## src/rtl/ccb_pkg.sv

```systemverilog
`default_nettype none

package ccb_pkg;

	// Pipeline depth of one blend lane (and of the whole block)
	localparam int unsigned Stages = 7;

	// Configuration register indexes
	typedef enum logic [2:0] {
		REG_PIXEL_FORMAT = 3'd0,
		REG_FULL_GRAY    = 3'd1,
		REG_PEN_PACKED16 = 3'd2,
		REG_PEN_BYTE0    = 3'd3,
		REG_PEN_BYTE1    = 3'd4,
		REG_PEN_BYTE2    = 3'd5,
		REG_PEN_BYTE3    = 3'd6,
		REG_UNUSED       = 3'd7
	} reg_index_t;

	// Destination pixel formats
	typedef enum logic [1:0] {
		FMT_RGB555 = 2'd0,
		FMT_RGB565 = 2'd1,
		FMT_BYTE3  = 2'd2,
		FMT_BYTE4  = 2'd3
	} pix_fmt_t;

	// Channel masks
	localparam logic [7:0] Ch5Mask = 8'h1F;
	localparam logic [7:0] Ch6Mask = 8'h3F;

	// Four restoring division steps: returns {remainder, quotient bits}
	function automatic logic [11:0] div_step4(input logic [7:0] rem_in,
			input logic [3:0] bits_in, input logic [7:0] dvs);
		logic [8:0] r9;
		logic [7:0] r;
		logic [3:0] q;
		r = rem_in;
		q = 4'd0;
		for (int i = 3; i >= 0; i--) begin
			r9 = {r, bits_in[i]};
			if (r9 >= {1'b0, dvs}) begin
				r9 = r9 - {1'b0, dvs};
				q[i] = 1'b1;
			end
			r = r9[7:0];
		end
		return {r, q};
	endfunction

endpackage

`default_nettype wire

```

## src/rtl/ccb_lane.sv

```systemverilog
`default_nettype none

// One color channel: multiply, magnitude, 16-bit divide in four
// radix-16 stages, then signed step applied to the channel.
module ccb_lane import ccb_pkg::*; (
	input  wire logic              clk,
	input  wire logic [Stages-1:0] en,
	input  wire logic [7:0]        cov,
	input  wire logic [7:0]        chan_in,
	input  wire logic [7:0]        pen_in,
	input  wire logic [7:0]        mx,
	output logic [7:0]             chan_out
);

	logic signed [8:0]  diff;
	logic signed [17:0] prod;
	logic signed [17:0] num;
	logic signed [17:0] num_s1;
	logic [7:0]         c_s1;
	logic [17:0]        mag;
	logic [15:0]        v_s2;
	logic               neg_s2;
	logic [7:0]         c_s2;

	logic [7:0]  rem_s [4];
	logic [15:0] quo_s [4];
	logic [15:0] val_s [4];
	logic        neg_s [4];
	logic [7:0]  chn_s [4];
	logic [11:0] step  [4];

	logic [8:0] q9;
	logic [8:0] sum;

	// Stage 1: coverage * (pen - chan) + max/2
	assign diff = $signed({1'b0, pen_in}) - $signed({1'b0, chan_in});
	assign prod = $signed({1'b0, cov}) * diff;
	assign num  = prod + $signed({11'd0, mx[7:1]});

	always_ff @(posedge clk) begin
		if (en[0]) begin
			num_s1 <= num;
			c_s1   <= chan_in;
		end
	end

	// Stage 2: sign and magnitude
	assign mag = num_s1[17] ? 18'(-num_s1) : 18'(num_s1);

	always_ff @(posedge clk) begin
		if (en[1]) begin
			v_s2   <= mag[15:0];
			neg_s2 <= num_s1[17];
			c_s2   <= c_s1;
		end
	end

	// Stages 3..6: four quotient bits per stage, MSB first
	assign step[0] = div_step4(8'd0, v_s2[15:12], mx);
	for (genvar j = 1; j < 4; j++) begin : g_step
		assign step[j] = div_step4(rem_s[j-1], val_s[j-1][15-4*j -: 4], mx);
	end

	always_ff @(posedge clk) begin
		if (en[2]) begin
			rem_s[0] <= step[0][11:4];
			quo_s[0] <= {12'd0, step[0][3:0]};
			val_s[0] <= v_s2;
			neg_s[0] <= neg_s2;
			chn_s[0] <= c_s2;
		end
		for (int k = 1; k < 4; k++) begin
			if (en[k+2]) begin
				rem_s[k] <= step[k][11:4];
				quo_s[k] <= {quo_s[k-1][11:0], step[k][3:0]};
				val_s[k] <= val_s[k-1];
				neg_s[k] <= neg_s[k-1];
				chn_s[k] <= chn_s[k-1];
			end
		end
	end

	// Stage 7: truncated quotient fits 8 bits; apply sign and add
	assign q9  = neg_s[3] ? 9'(-{1'b0, quo_s[3][7:0]}) : {1'b0, quo_s[3][7:0]};
	assign sum = {1'b0, chn_s[3]} + q9;

	always_ff @(posedge clk) begin
		if (en[6]) begin
			chan_out <= sum[7:0];
		end
	end

endmodule

`default_nettype wire

```

## src/rtl/coverage_color_blend.sv

```systemverilog
// Pipeline: seven register stages; out_valid rises when a pixel reaches the last stage.
// Throughput: one pixel per cycle unless the receiver stalls; each pipeline stage loads
// when it is empty or its successor moves, so a stall holds data in place.
// The divide by the full-coverage gray level takes four of those stages, four bits each.
// Reset: arst_n clears all valid bits and loads the register reset values.
`default_nettype none

module coverage_color_blend import ccb_pkg::*; (
	input  wire logic        clk,
	input  wire logic        arst_n,
	input  wire logic        cfg_we,
	input  wire logic [2:0]  cfg_index,
	input  wire logic [15:0] cfg_data,
	input  wire logic        in_valid,
	output logic             in_ready,
	input  wire logic [7:0]  coverage,
	input  wire logic [31:0] dest_pixel,
	output logic             out_valid,
	input  wire logic        out_ready,
	output logic [31:0]      new_pixel,
	output logic             write_enable
);

	pix_fmt_t    fmt_q;
	logic [7:0]  full_gray_q;
	logic [15:0] pen16_q;
	logic [7:0]  pen0_q, pen1_q, pen2_q, pen3_q;

	logic [Stages-1:0] en;
	logic              vld_s  [Stages];
	logic              zero_s [Stages];
	logic              full_s [Stages];
	logic [31:0]       dest_s [Stages];

	logic [7:0] mx;
	logic [7:0] c0, c1, c2, p0, p1, p2;
	logic [7:0] r0, r1, r2;
	logic [31:0] part_pix, full_pix;

	// Configuration registers
	always_ff @(posedge clk or negedge arst_n) begin
		if (!arst_n) begin
			fmt_q       <= FMT_RGB565;
			full_gray_q <= 8'd255;
			pen16_q     <= 16'd0;
			pen0_q      <= 8'd0;
			pen1_q      <= 8'd0;
			pen2_q      <= 8'd0;
			pen3_q      <= 8'd0;
		end else if (cfg_we) begin
			unique case (reg_index_t'(cfg_index))
				REG_PIXEL_FORMAT: fmt_q       <= pix_fmt_t'(cfg_data[1:0]);
				REG_FULL_GRAY:    full_gray_q <= cfg_data[7:0];
				REG_PEN_PACKED16: pen16_q     <= cfg_data;
				REG_PEN_BYTE0:    pen0_q      <= cfg_data[7:0];
				REG_PEN_BYTE1:    pen1_q      <= cfg_data[7:0];
				REG_PEN_BYTE2:    pen2_q      <= cfg_data[7:0];
				REG_PEN_BYTE3:    pen3_q      <= cfg_data[7:0];
				default: ;
			endcase
		end
	end

	assign mx = (full_gray_q == 8'd0) ? 8'd1 : full_gray_q;

	// Stage enables: a stage moves when empty or when its successor moves
	assign en[Stages-1] = !vld_s[Stages-1] || out_ready;
	for (genvar k = 0; k < Stages-1; k++) begin : g_en
		assign en[k] = !vld_s[k] || en[k+1];
	end
	assign in_ready = en[0];

	// Channel extraction per format (lane 0 = blue / byte 0)
	always_comb begin
		unique case (fmt_q)
			FMT_RGB555: begin
				c0 = {3'd0, dest_pixel[4:0]};
				c1 = {3'd0, dest_pixel[9:5]};
				c2 = {3'd0, dest_pixel[14:10]};
				p0 = {3'd0, pen16_q[4:0]};
				p1 = {3'd0, pen16_q[9:5]};
				p2 = {3'd0, pen16_q[14:10]};
			end
			FMT_RGB565: begin
				c0 = {3'd0, dest_pixel[4:0]};
				c1 = {2'd0, dest_pixel[10:5]};
				c2 = {3'd0, dest_pixel[15:11]};
				p0 = {3'd0, pen16_q[4:0]};
				p1 = {2'd0, pen16_q[10:5]};
				p2 = {3'd0, pen16_q[15:11]};
			end
			default: begin
				c0 = dest_pixel[7:0];
				c1 = dest_pixel[15:8];
				c2 = dest_pixel[23:16];
				p0 = pen0_q;
				p1 = pen1_q;
				p2 = pen2_q;
			end
		endcase
	end

	// Sideband pipeline: valid, coverage class, original pixel
	always_ff @(posedge clk or negedge arst_n) begin
		if (!arst_n) begin
			for (int k = 0; k < Stages; k++) begin
				vld_s[k] <= 1'b0;
			end
		end else begin
			if (en[0]) begin
				vld_s[0] <= in_valid;
			end
			for (int k = 1; k < Stages; k++) begin
				if (en[k]) begin
					vld_s[k] <= vld_s[k-1];
				end
			end
		end
	end

	always_ff @(posedge clk) begin
		if (en[0]) begin
			zero_s[0] <= (coverage == 8'd0);
			full_s[0] <= (coverage >= mx);
			dest_s[0] <= dest_pixel;
		end
		for (int k = 1; k < Stages; k++) begin
			if (en[k]) begin
				zero_s[k] <= zero_s[k-1];
				full_s[k] <= full_s[k-1];
				dest_s[k] <= dest_s[k-1];
			end
		end
	end

	// Three blend lanes
	ccb_lane u_lane0 (.clk, .en, .cov(coverage), .chan_in(c0), .pen_in(p0), .mx,
		.chan_out(r0));
	ccb_lane u_lane1 (.clk, .en, .cov(coverage), .chan_in(c1), .pen_in(p1), .mx,
		.chan_out(r1));
	ccb_lane u_lane2 (.clk, .en, .cov(coverage), .chan_in(c2), .pen_in(p2), .mx,
		.chan_out(r2));

	// Output packing
	always_comb begin
		unique case (fmt_q)
			FMT_RGB555: begin
				part_pix = {17'd0, r2[4:0], r1[4:0], r0[4:0]};
				full_pix = {16'd0, pen16_q};
			end
			FMT_RGB565: begin
				part_pix = {16'd0, r2[4:0], r1[5:0], r0[4:0]};
				full_pix = {16'd0, pen16_q};
			end
			FMT_BYTE3: begin
				part_pix = {8'd0, r2, r1, r0};
				full_pix = {8'd0, pen2_q, pen1_q, pen0_q};
			end
			default: begin
				part_pix = {dest_s[Stages-1][31:24], r2, r1, r0};
				full_pix = {pen3_q, pen2_q, pen1_q, pen0_q};
			end
		endcase
	end

	assign out_valid    = vld_s[Stages-1];
	assign write_enable = !zero_s[Stages-1];
	assign new_pixel    = zero_s[Stages-1] ? dest_s[Stages-1] :
		(full_s[Stages-1] ? full_pix : part_pix);

endmodule

`default_nettype wire

```

## config.mk

```make
export PLATFORM = sky130hd
export DESIGN_NAME = coverage_color_blend
export DESIGN_NICKNAME = d
export VERILOG_FILES = /design/src/rtl/ccb_pkg.sv /design/src/rtl/ccb_lane.sv /design/src/rtl/coverage_color_blend.sv
export SDC_FILE = /design/constraint.sdc
export NUM_CORES = 2
export LEC_CHECK = 0
export BUFFER_PORTS_ARGS = -buffer_cell sky130_fd_sc_hd__buf_2
export CORE_ASPECT_RATIO = 0.9
export CORE_MARGIN = 2
export CORE_UTILIZATION = 50
export CTS_BUF_LIST = sky130_fd_sc_hd__clkbuf_16
export DETAILED_ROUTE_END_ITERATION = 10
export PLACE_DENSITY = 0.71
export SKIP_LAST_GASP = 1
export SLEW_MARGIN = 20
export SYNTH_ARGS = -nofsm -noshare
export SYNTH_HDL_FRONTEND = slang
export SYNTH_HIERARCHICAL = 1
export SYNTH_SLANG_ARGS = --single-unit
```

## constraint.sdc

```tcl
create_clock -name clk -period 12.6 [get_ports clk]
set_clock_uncertainty 0.2 [all_clocks]
set_input_delay 1.89 -clock clk [delete_from_list [all_inputs] [get_ports clk]]
set_output_delay 1.89 -clock clk [all_outputs]
set_load 0.05 [all_outputs]
```

==> results.cfg <==
[outcome]
status = finished, final reports clean

[place]
globalplace.congestion = 0.876
port_buffers = 98
hpwl_um = 90200

[clock_tree]
ctsResizeCount = 0
root_buffer = clkbuf_16
ctsHtreeMaxLevel = 3
cts_setup_buffers = 0
clock_path_buffers = 3
cts_tree = done
cts_hold_buf = 0
cts_buffers = 79
cts_num_sinks = 765
worstSkewPairLatency_ns = 0.66
clk_pin_slew_ns = 0.06

[route]
wire_per_inst_um = 19.2
drt_iter0_drc = 2737
drt_first_pass_iters = 5
vias = 37300
antenna_left = 0
routed_via_density = 5.70
drc = 0
finalWirelength_um = 126000

[synthesis]
yosysTopAreaCell = edfxtp_1
yosys-top-cells-count = edfxtp_1, ha_1, inv_1
synth_most_common_cell = edfxtp_1
synth-seq-area-share_pct = 41.2
synth_nets = 5705
synth_top_area_share_pct = 38.2
synth.area.top_cells = edfxtp_1, ha_1, fa_1, mux2_2, xnor2_1
synthFlopType = edfxtp_1
syn_area_mm2 = 0.0550
synth-seq-cells = 765
synth_cells = 4856
yosysUniqueCellTypes = 113
async_reset_ff_share_pct = 8.50
synth_warnings = 6
syn_avg_cell_area_um2 = 11.3
synth_edf_count = 700

[global_routing]
grt_overflow = 0
antenna_found_initial = 4
grt_pass1_vias = 37100
grt_max_degree = 72
grt.total_usage_pct = 22.1
grt_pass1_wl_um = 200000

[setup_path]
path_class = reg -> reg
cp_slowest_cell = dfstp_2
cpPeakStageDelay_ns = 0.79
path_common_cell = o21ai_0
crit_path_end_kind = flop
crit_buf_inv = 3
path_max_fanout = 18
cp.required_ns = 12.79
critPathArrivalTime_ns = 11.02
crit_path_start_kind = flop
cpLargestDelayFamily = compound AO/OA/AOI/OAI gates

[layout]
fillers = 9078
area_growth_pct = 9.02
final_nets = 5853
layout-drive-gt1-share_pct = 12.0

[timing]
fin_setup_tns_ns = 0
tightest_slew_ns = 1.07
setup_violations = 0
drv_slew = 0
hold_violations = 0
relSlewSlack_pct = 28.7
rsz0062_at_grt = false
fin_crit_sh_pct = 85.9
min_period_ns = 10.83
max_freq_ghz = 0.0923

[floorplanning]
die_w_um = 354
rows = 115
pin_count = 99
start_util_pct = 50.4
dieArea_mm2 = 0.113
core_area_mm2 = 0.109
fp.dieH_um = 319

[min_path]
hold_path.class = reg -> reg

[job]
maxCapViolations = 0
==> layout make-up <==
class / count / area, µm² / area share, %
timing repair buffer: 138 / 791 / 1.32
inverter: 478 / 1810 / 3.02
clock inverter: 66 / 649 / 1.08
clock buffer: 79 / 1980 / 3.30
multi-input combinational: 3542 / 30200 / 50.4
antenna: 1 / 2.50 / 0.00417
tap: 1462 / 1830 / 3.05
sequential: 765 / 22700 / 37.8
==> cells by family after synthesis <==
| logic type | synth area share, % |
|---|---|
| fa+ha+maj | 20.4 |
| mux | 7.38 |
| buf+inv | 3.88 |
| simple gates | 10.8 |
| compound gates | 11.1 |
| flops | 41.2 |
| xor+xnor | 5.19 |
==> flip-flops by register name, indices dropped and copies added (netlist names), 16 cells and up <==
signal / flops
u_lane1/val_s: 24
u_lane1/num_s1: 17
u_lane1/rem_s: 24
pen16_q: 16
u_lane2/num_s1: 17
u_lane2/v_s2: 16
u_lane0/val_s: 24
u_lane2/val_s: 24
u_lane1/v_s2: 16
dest_s: 224
u_lane0/rem_s: 24
u_lane1/chn_s: 32
u_lane2/chn_s: 32
u_lane0/chn_s: 32
u_lane0/num_s1: 17
u_lane2/rem_s: 24
u_lane0/v_s2: 16
==> worst reg2reg max path: cells and delay by family (launching register included) <==
kind	cells	cell delay, ns
flip-flops	1	0.79
adder cells (fa/ha/maj)	4	1.38
AND/OR/NAND/NOR	6	1.38
AO/OA/AOI/OAI	19	4.81
multiplexers	4	1.77
buffers and inverters	3	0.27
==> final timing paths <==
path / to / start / slack [ns] / depth (start not counted)
setup / recovery: u_lane2/rem_s[0][7]$_DFFE_PP_ / full_gray_q[7]$_DFFE_PN1P_ / 1.77 / 36
hold / removal: dest_s[1][21]$_DFFE_PP_ / dest_s[0][21]$_DFFE_PP_ / 0.20 / 0
setup reg to reg: u_lane2/rem_s[0][7]$_DFFE_PP_ / full_gray_q[7]$_DFFE_PN1P_ / 1.77 / 36
hold reg to reg: dest_s[1][21]$_DFFE_PP_ / dest_s[0][21]$_DFFE_PP_ / 0.20 / 0
max in group asynchronous: fmt_q[1]$_DFFE_PN0P_ / arst_n / 10.31 / 2
min in group asynchronous: pen0_q[0]$_DFFE_PN0P_ / arst_n / 1.22 / 2
==> per-layer routing <==
metal	GRT usage (%)	wire, µm	vias up	part of all wire, %
met2	36.8	59600	939	47
met3	2.66	6240	160	5.0
met5	0	0	-	0
li1	-	-	17900	-
met4	5.38	2510	0	2.0
met1	30.9	57300	18300	46
==> metrics by stage <==
stage / std cells / util [%] / setup WS, ns / hold WS [ns] / instance area, µm²
3_3_place_gp: 6385 / 52.5 / 2.12 / 0.200 / 57300
5_1_grt: 6531 / 54.9 / 0.898 / 0.201 / 60000
2_1_floorplan: 4856 / - / 1.23 / 0.200 / 55000
6_report: 6531 / 54.9 / 1.77 / 0.200 / 60000
4_1_cts: 6530 / 54.9 / 1.99 / 0.193 / 59900
3_5_place_dp: 6385 / 52.5 / 2.01 / 0.205 / 57300
==> placed cells by master (no fill, tap or decap), types with 28 or more instances in the layout <==
cell,synthesis,layout
xor2_1,91,91
nand4_1,54,54
inv_1,475,487
fa_1,186,186
and3_1,41,41
buf_4,5,40
edfxtp_1,700,700
o21bai_1,44,44
o21a_1,61,61
nand2_1,325,323
a21o_1,75,75
ha_1,599,599
buf_2,17,98
o31ai_1,34,34
xnor2_1,235,235
nor2b_1,91,91
clkbuf_16,0,79
o21ai_0,210,210
nor2_1,236,236
mux2i_1,95,95
a21oi_1,234,234
dfrtp_1,56,55
nand3_1,50,49
nor3_1,57,57
and2_1,111,111
mux2_2,220,220
or3_1,28,28
nand2b_1,85,85
Power is not shown: default switching activity piles up to over one toggle a cycle in this logic, so the estimate is an artifact.
